--- config.mk ---
export PLATFORM = sky130hd
export DESIGN_NAME = plc_serial_frame_builder
export DESIGN_NICKNAME = d
export VERILOG_FILES = /design/src/design/plcfb_pkg.sv /design/src/design/plcfb_front.sv /design/src/design/plcfb_queue.sv /design/src/design/plcfb_back.sv /design/src/design/plc_serial_frame_builder.sv
export SDC_FILE = /design/constraint.sdc
export NUM_CORES = 1
export LEC_CHECK = 0
export ABC_CLOCK_PERIOD_IN_PS = 3200
export BUFFER_PORTS_ARGS = -buffer_cell sky130_fd_sc_hd__buf_4
export CORE_ASPECT_RATIO = 1.1
export CORE_UTILIZATION = 30
export DETAILED_ROUTE_END_ITERATION = 8
export GPL_ROUTABILITY_DRIVEN = 0
export PLACE_DENSITY = 0.44
export SLEW_MARGIN = 10
export SYNTH_ARGS = -nofsm -noshare
export SYNTH_HDL_FRONTEND = slang
export SYNTH_SLANG_ARGS = --single-unit
--- constraint.sdc ---
create_clock -name clock -period 3.2 [get_ports clock]
set_input_delay 0.16 -clock clock [delete_from_list [all_inputs] [get_ports clock]]
set_output_delay 0.16 -clock clock [all_outputs]
set_load 0.03 [all_outputs]
--- src/design/plcfb_pkg.sv ---
package plcfb_pkg;

   localparam logic [7:0] STX_CHAR   = 8'h02;
   localparam logic [7:0] ETX_CHAR   = 8'h03;
   localparam logic [7:0] ZERO_CHAR  = 8'h30;
   localparam logic [7:0] ONE_CHAR   = 8'h31;
   localparam logic [7:0] FOUR_CHAR  = 8'h34;
   localparam logic [7:0] ALPHA_BIAS = 8'h37;   // 'A' - 10

   localparam logic OP_READ  = 1'b0;
   localparam logic OP_WRITE = 1'b1;

   localparam int unsigned REQ_TDATA_W = 40;
   localparam int unsigned WORD_W      = 13;
   localparam int unsigned COUNT_W     = 4;
   localparam int unsigned VALUE_W     = 16;
   localparam int unsigned ADDR_W      = 16;
   localparam int unsigned STEP_W      = 4;

   // byte position of the last character, read and write frames
   localparam logic [STEP_W-1:0] READ_LAST_STEP  = 4'd10;
   localparam logic [STEP_W-1:0] WRITE_LAST_STEP = 4'd14;

   typedef struct packed {
      logic                    op;
      logic [ADDR_W-1:0]       addr;
      logic [COUNT_W-1:0]      count;
      logic [VALUE_W-1:0]      value;
      logic [STEP_W-1:0]       last_step;
   } frame_cmd_type;

   typedef struct packed {
      logic full;
      logic empty;
   } queue_status_type;

   function automatic logic [7:0] hex_char(input logic [3:0] nib);
      logic [7:0] wide;
      wide = {4'b0000, nib};
      if (nib < 4'd10) begin
         return ZERO_CHAR + wide;
      end
      return ALPHA_BIAS + wide;
   endfunction

endpackage

--- src/design/plcfb_front.sv ---
module plcfb_front #(
   parameter int unsigned ADDRESS_BASE = 4096
) (
   input  logic                                  clock,
   input  logic                                  reset,
   input  logic                                  in_valid,
   output logic                                  in_ready,
   input  logic                                  op,
   input  logic [plcfb_pkg::WORD_W-1:0]          word_address,
   input  logic [plcfb_pkg::COUNT_W-1:0]         count,
   input  logic [plcfb_pkg::VALUE_W-1:0]         value,
   output logic                                  cmd_valid,
   input  logic                                  cmd_ready,
   output plcfb_pkg::frame_cmd_type              cmd
);

   logic                     valid_ff, valid_in;
   plcfb_pkg::frame_cmd_type cmd_ff, cmd_in;
   logic                     take;

   assign in_ready  = !valid_ff || cmd_ready;
   assign take      = in_valid && in_ready;
   assign cmd_valid = valid_ff;
   assign cmd       = cmd_ff;

   always_comb begin
      valid_in = valid_ff;
      if (take) begin
         valid_in = 1'b1;
      end else if (cmd_ready) begin
         valid_in = 1'b0;
      end
   end

   always_comb begin
      cmd_in.op        = op;
      // byte address = word * 2 + base, kept to 16 bits
      cmd_in.addr      = {2'b00, word_address, 1'b0} + plcfb_pkg::ADDR_W'(ADDRESS_BASE);
      cmd_in.count     = count;
      cmd_in.value     = value;
      cmd_in.last_step = (op == plcfb_pkg::OP_WRITE) ? plcfb_pkg::WRITE_LAST_STEP
                                                     : plcfb_pkg::READ_LAST_STEP;
   end

   always_ff @(posedge clock) begin
      if (reset) begin
         valid_ff <= 1'b0;
      end else begin
         valid_ff <= valid_in;
      end
   end

   always_ff @(posedge clock) begin
      if (take) begin
         cmd_ff <= cmd_in;
      end
   end

endmodule

--- src/design/plcfb_queue.sv ---
module plcfb_queue (
   input  logic                          clock,
   input  logic                          reset,
   input  logic                          push,
   input  plcfb_pkg::frame_cmd_type      push_cmd,
   input  logic                          pop,
   output plcfb_pkg::frame_cmd_type      head_cmd,
   output plcfb_pkg::queue_status_type   status
);

   plcfb_pkg::frame_cmd_type entry_ff [2];
   logic       wr_ptr_ff, wr_ptr_in;
   logic       rd_ptr_ff, rd_ptr_in;
   logic [1:0] fill_ff, fill_in;
   logic       do_push, do_pop;

   assign status.full  = (fill_ff == 2'd2);
   assign status.empty = (fill_ff == 2'd0);
   assign do_push      = push && !status.full;
   assign do_pop       = pop && !status.empty;
   assign head_cmd     = entry_ff[rd_ptr_ff];

   always_comb begin
      wr_ptr_in = wr_ptr_ff ^ do_push;
      rd_ptr_in = rd_ptr_ff ^ do_pop;
      fill_in   = fill_ff;
      if (do_push && !do_pop) begin
         fill_in = fill_ff + 2'd1;
      end else if (do_pop && !do_push) begin
         fill_in = fill_ff - 2'd1;
      end
   end

   always_ff @(posedge clock) begin
      if (reset) begin
         wr_ptr_ff <= 1'b0;
         rd_ptr_ff <= 1'b0;
         fill_ff   <= 2'd0;
      end else begin
         wr_ptr_ff <= wr_ptr_in;
         rd_ptr_ff <= rd_ptr_in;
         fill_ff   <= fill_in;
      end
   end

   always_ff @(posedge clock) begin
      if (do_push) begin
         entry_ff[wr_ptr_ff] <= push_cmd;
      end
   end

endmodule

--- src/design/plcfb_back.sv ---
module plcfb_back (
   input  logic                          clock,
   input  logic                          reset,
   input  logic                          cmd_valid,
   input  plcfb_pkg::frame_cmd_type      cmd,
   output logic                          cmd_pop,
   output logic                          out_valid,
   input  logic                          out_ready,
   output logic [7:0]                    out_byte,
   output logic                          out_last
);

   logic [plcfb_pkg::STEP_W-1:0] step_ff, step_in;
   logic [7:0]                   sum_ff, sum_in;
   logic                         valid_ff, valid_in;
   logic [7:0]                   byte_ff, byte_in;
   logic                         last_ff, last_in;
   logic                         fire;
   logic                         is_sum_char;
   logic                         at_last;

   assign fire      = cmd_valid && (!valid_ff || out_ready);
   assign at_last   = (step_ff == cmd.last_step);
   assign cmd_pop   = fire && at_last;
   assign out_valid = valid_ff;
   assign out_byte  = byte_ff;
   assign out_last  = last_ff;

   // the two checksum characters close the frame
   assign is_sum_char = (step_ff >= cmd.last_step - 4'd1);

   always_comb begin
      byte_in = plcfb_pkg::STX_CHAR;
      case (step_ff)
         4'd0: byte_in = plcfb_pkg::STX_CHAR;
         4'd1: byte_in = (cmd.op == plcfb_pkg::OP_WRITE) ? plcfb_pkg::ONE_CHAR
                                                         : plcfb_pkg::ZERO_CHAR;
         4'd2: byte_in = plcfb_pkg::hex_char(cmd.addr[15:12]);
         4'd3: byte_in = plcfb_pkg::hex_char(cmd.addr[11:8]);
         4'd4: byte_in = plcfb_pkg::hex_char(cmd.addr[7:4]);
         4'd5: byte_in = plcfb_pkg::hex_char(cmd.addr[3:0]);
         4'd6: byte_in = plcfb_pkg::ZERO_CHAR;
         4'd7: byte_in = (cmd.op == plcfb_pkg::OP_WRITE) ? plcfb_pkg::FOUR_CHAR
                         : plcfb_pkg::ZERO_CHAR + {4'b0000, cmd.count};
         4'd8: byte_in = (cmd.op == plcfb_pkg::OP_WRITE)
                         ? plcfb_pkg::hex_char(cmd.value[7:4]) : plcfb_pkg::ETX_CHAR;
         4'd9: byte_in = (cmd.op == plcfb_pkg::OP_WRITE)
                         ? plcfb_pkg::hex_char(cmd.value[3:0])
                         : plcfb_pkg::hex_char(sum_ff[7:4]);
         4'd10: byte_in = (cmd.op == plcfb_pkg::OP_WRITE)
                          ? plcfb_pkg::hex_char(cmd.value[15:12])
                          : plcfb_pkg::hex_char(sum_ff[3:0]);
         4'd11: byte_in = plcfb_pkg::hex_char(cmd.value[11:8]);
         4'd12: byte_in = plcfb_pkg::ETX_CHAR;
         4'd13: byte_in = plcfb_pkg::hex_char(sum_ff[7:4]);
         4'd14: byte_in = plcfb_pkg::hex_char(sum_ff[3:0]);
         default: byte_in = plcfb_pkg::STX_CHAR;
      endcase
   end

   always_comb begin
      last_in  = at_last;
      step_in  = step_ff;
      sum_in   = sum_ff;
      valid_in = valid_ff;
      if (fire) begin
         valid_in = 1'b1;
         step_in  = at_last ? '0 : step_ff + 4'd1;
         // STX is outside the sum, checksum characters too
         if (step_ff == '0) begin
            sum_in = '0;
         end else if (!is_sum_char) begin
            sum_in = sum_ff + byte_in;
         end
      end else if (out_ready) begin
         valid_in = 1'b0;
      end
   end

   always_ff @(posedge clock) begin
      if (reset) begin
         step_ff  <= '0;
         valid_ff <= 1'b0;
      end else begin
         step_ff  <= step_in;
         valid_ff <= valid_in;
      end
   end

   always_ff @(posedge clock) begin
      if (fire) begin
         byte_ff <= byte_in;
         last_ff <= last_in;
      end
      sum_ff <= sum_in;
   end

endmodule

--- src/design/plc_serial_frame_builder.sv ---
// Serial command frame builder: each request word becomes one command frame,
// sent one byte per transfer on the rsp side with tlast on the final checksum
// character. A read frame is 11 bytes, a write frame 15; the byte sequencer
// in the back end emits one byte a cycle while rsp_tready is high and
// requests follow back to back. A front register and a two-deep command
// queue let up to two further requests be taken while a frame is being
// sent. The first byte follows the front register, queue and byte register.
// The address sent is word_address*2 + ADDRESS_BASE, kept to 16 bits.
module plc_serial_frame_builder #(
   parameter int unsigned ADDRESS_BASE = 4096
) (
   input  logic        clock,
   input  logic        reset,
   input  logic        req_tvalid,
   output logic        req_tready,
   // [12:0] word_address, [16:13] read_byte_count, [32:17] write_value, rest zero
   input  logic [plcfb_pkg::REQ_TDATA_W-1:0] req_tdata,
   // [0] operation
   input  logic [0:0]  req_tuser,
   output logic        rsp_tvalid,
   input  logic        rsp_tready,
   // [7:0] frame_byte
   output logic [7:0]  rsp_tdata,
   output logic        rsp_tlast
);

   logic                          front_valid;
   plcfb_pkg::frame_cmd_type      front_cmd;
   plcfb_pkg::frame_cmd_type      head_cmd;
   plcfb_pkg::queue_status_type   q_status;
   logic                          q_pop;

   plcfb_front #(
      .ADDRESS_BASE (ADDRESS_BASE)
   ) u_front (
      .clock        (clock),
      .reset        (reset),
      .in_valid     (req_tvalid),
      .in_ready     (req_tready),
      .op           (req_tuser[0]),
      .word_address (req_tdata[12:0]),
      .count        (req_tdata[16:13]),
      .value        (req_tdata[32:17]),
      .cmd_valid    (front_valid),
      .cmd_ready    (!q_status.full),
      .cmd          (front_cmd)
   );

   plcfb_queue u_queue (
      .clock    (clock),
      .reset    (reset),
      .push     (front_valid),
      .push_cmd (front_cmd),
      .pop      (q_pop),
      .head_cmd (head_cmd),
      .status   (q_status)
   );

   plcfb_back u_back (
      .clock     (clock),
      .reset     (reset),
      .cmd_valid (!q_status.empty),
      .cmd       (head_cmd),
      .cmd_pop   (q_pop),
      .out_valid (rsp_tvalid),
      .out_ready (rsp_tready),
      .out_byte  (rsp_tdata),
      .out_last  (rsp_tlast)
   );

   a_queue_state: assert property (@(posedge clock) disable iff (reset)
      !(q_status.full && q_status.empty))
      else $error("queue both full and empty");

   a_last_is_hex: assert property (@(posedge clock) disable iff (reset)
      rsp_tvalid && rsp_tlast |->
         (rsp_tdata >= 8'h30 && rsp_tdata <= 8'h39) ||
         (rsp_tdata >= 8'h41 && rsp_tdata <= 8'h46))
      else $error("last byte is not a hex character");

   a_take_loads_front: assert property (@(posedge clock) disable iff (reset)
      req_tvalid && req_tready |=> front_valid)
      else $error("accepted request not held in front stage");

   a_pop_needs_entry: assert property (@(posedge clock) disable iff (reset)
      q_pop |-> !q_status.empty)
      else $error("pop from empty queue");

endmodule
==> run metrics <==
residual DRC count=0; vias per inst=4.70; NumNets Final=817; first-pass GRT wire length=25,900 um; Core Region=20,900 um^2; mean post-synth cell area=12.4 um^2; Detail Route Antenna Nets=0; critical path's top delay family=compound AO/OA/AOI/OAI gates; run status=complete, but fails checks; most frequent cells in the layout=buf_4 (178), edfxtp_1 (121), nor2_1 (42); syn nets=589; Finished Cell Area=9550 um^2; type of the worst setup path=register to register; Synth-to-Final Area Change=47.9%; first drt pass iteration count=4; most common cell after layout, fill and taps aside=buf_4; GR Layer Usage met3=0.0371; slowest CP cell=dfxtp_4; initial antenna violation count=0; Synth Instances=521; # rows=55; prevailing post-synth register cell=edfxtp_1; top cell type's share of synthesized area=0.563; vias in the first global route=4,951; Die X=142 um; CTS H-tree depth=4; crit path capture type=register; busiest metal layer after global routing=met2; Boundary Pins=56; CP bufs+invs=2; max cap viols=0; leakage power=3.61 nW; Yosys cell types=64; CTS tree=done; worst vdd ir=370 uV; Worst Max-Slew Pin Slew=0.611 ns; register area share after synthesis=0.594; WL per Instance=15.4 um; Tot GR Track Use=0.155; clk_lat worst skew=0.42 ns; Critical Path RT=3.37 ns; Post-synth EDFFs=121; Final Hold Fails=0; placed inst area=8000 um^2; asr flop ratio synth=0; Yosys reg bits=131; drt total wl=16,100 um; PortBufs=47; clk slew on worst S/H paths=0.06 ns; PwrDens=490 nW/um^2; failing checks=negative setup slack; worst setup margin=-0.192 ns; share of cells above drive strength 1=0.395; Final min period=3.39 ns; HP Class=input pin to register; clock sink total=131; cts bufs inserted=17; cell taking the most area after synthesis=edfxtp_1; Tcrit/Tclk final=1.06; largest net degree at the start of global routing=36; Startpoint Class=register; crit-path max FO=5; YS warnings=0; Max-Slew Margin vs Limit=0.587; f_max=295 MHz; CP arrival=3.56 ns; Final HPWL DP=11,400 um; Overflow after GRT=0; die area=22,100 um^2; CTS max path bufs=2; mapped cell area=6460 um^2; Chip Height=156 um; worst hold margin=0.0417 ns; CP peak stage delay=0.40 ns; ranking of synthesized cells by area=edfxtp_1 (56%), ha_1 (4.3%), mux2i_1 (3.7%); Final Slew Violations=0; DR iter-0 viols=238; CP Cell Sequence=buf_12 -> bufbuf_16 -> nand2_4 -> o22ai_4 -> xor2_2 -> o221ai_2 -> a211oi_2 -> nand4_1 -> ha_1 -> a21o_1 -> a21oi_2 -> o21ai_2 -> o41ai_2 -> xor2_1 -> nor2_1; met1 usage=0.187; met2 Usage GRT=0.262; Clock Skew=0.0154 ns; Starting Density=0.310; RSZ-0062 raised after global routing=true; Vias=4,916; Final Setup Violations=3; n_diodes=0; Root Buffer=clkbuf_16
-- worst paths after layout --
path                                        start                     end  slack [ns]  cells past startpoint
worst min register to register     u_front.cmd[8]  u_queue.entry_ff[0][7]        0.44                      0
worst max-delay path            u_queue.rd_ptr_ff        u_back.sum_ff[7]       -0.19                     15
worst min-delay path                   req_tvalid       u_front.cmd_valid        0.04                      3
worst max register to register  u_queue.rd_ptr_ff        u_back.sum_ff[7]       -0.19                     15
-- logic make-up after synthesis --
| logic type | Yosys count | synth area share |
|---|---|---|
| buffers and inverters | 40 | 0.0329 |
| adders and majority gates | 23 | 0.0457 |
| other | 1 | 0.000581 |
| muxes | 35 | 0.0564 |
| and+or+nand+nor | 142 | 0.105 |
| DFF | 131 | 0.594 |
| AOI/OAI and AO/OA | 129 | 0.138 |
| xor gates and xnor gates | 20 | 0.0271 |
-- state kept, by name, summed over array words and instances (netlist names) --
signal / flops
u_front.cmd: 35
u_back.out_last: 1
u_front.cmd_valid: 1
u_queue.wr_ptr_ff: 1
u_queue.entry_ff: 70
u_back.out_byte: 7
u_queue.fill_ff: 2
u_queue.rd_ptr_ff: 1
u_back.out_valid: 1
u_back.sum_ff: 8
u_back.step_ff: 4
-- report_power, final --
group / total [mW] / internal, mW / switching (mW) / leakage (nW)
Combinational: 0.826 / 0.422 / 0.404 / 2.13
Clock: 1.78 / 1.06 / 0.719 / 0.263
Sequential: 2.07 / 2.00 / 0.0660 / 1.22
-- synthesized netlist by cell type, types with 4 or more instances --
library cell  number
dfxtp_1           10
ha_1              22
clkbuf_1           7
nand4_1            6
inv_1             19
nor2b_1            9
a21oi_1           37
nor3_1            18
buf_2              4
o21ai_0           28
nand3_1            6
nor2_1            42
mux2i_1           24
xnor2_1           10
buf_6              4
xor2_1            10
o21ai_1            4
nand2b_1          10
or3_1              4
edfxtp_1         121
a31oi_1            7
nand2_1           35
a22oi_1            5
mux2_2            11
-- timing repair --
item,in CTS,in global routing
endpoints found under the hold margin,44,0
setup buffers,20,6
endpoints found under the setup margin,6,6
gates cloned,2,0
pin swaps,20,30
hold buffers,35,0
gates resized for setup,44,39
-- cell type report --
| cell class | instances | area, um^2 |
|---|---|---|
| clock inverter | 13 | 111 |
| fill | 1878 | 11300 |
| clock buffer | 19 | 433 |
| tap | 285 | 357 |
| sequential | 131 | 3840 |
| inverter | 19 | 75.1 |
| timing repair buffer | 230 | 1960 |
| multi-input combinational | 350 | 2780 |
-- tightest hold or removal path, cell delays in order --
cell	delay, ns
buf_4	0.08
inv_1	0.06
a21oi_1	0.12
-- per-stage QoR --
stage	setup WS, ns	instances	utilization	total power [mW]	TNS, ns
CTS	-0.228	1044	0.447	4.71	-0.494
finish	-0.192	1047	0.458	4.68	-0.414
global placement	-0.416	955	0.384	2.79	-1.36
detailed placement	-0.477	955	0.384	2.80	-1.70
floorplan	0.00112	521	-	2.46	0
global route	-0.394	1047	0.458	4.90	-1.13
-- routing by layer --
metal | vias to the layer above | share of wire
li1 | 2437 | -
met2 | 106 | 0.49
met1 | 2346 | 0.44
met5 | - | 0
met4 | 0 | 0.033
met3 | 27 | 0.034
No activity file was read; power rests on OpenSTA's default activity.
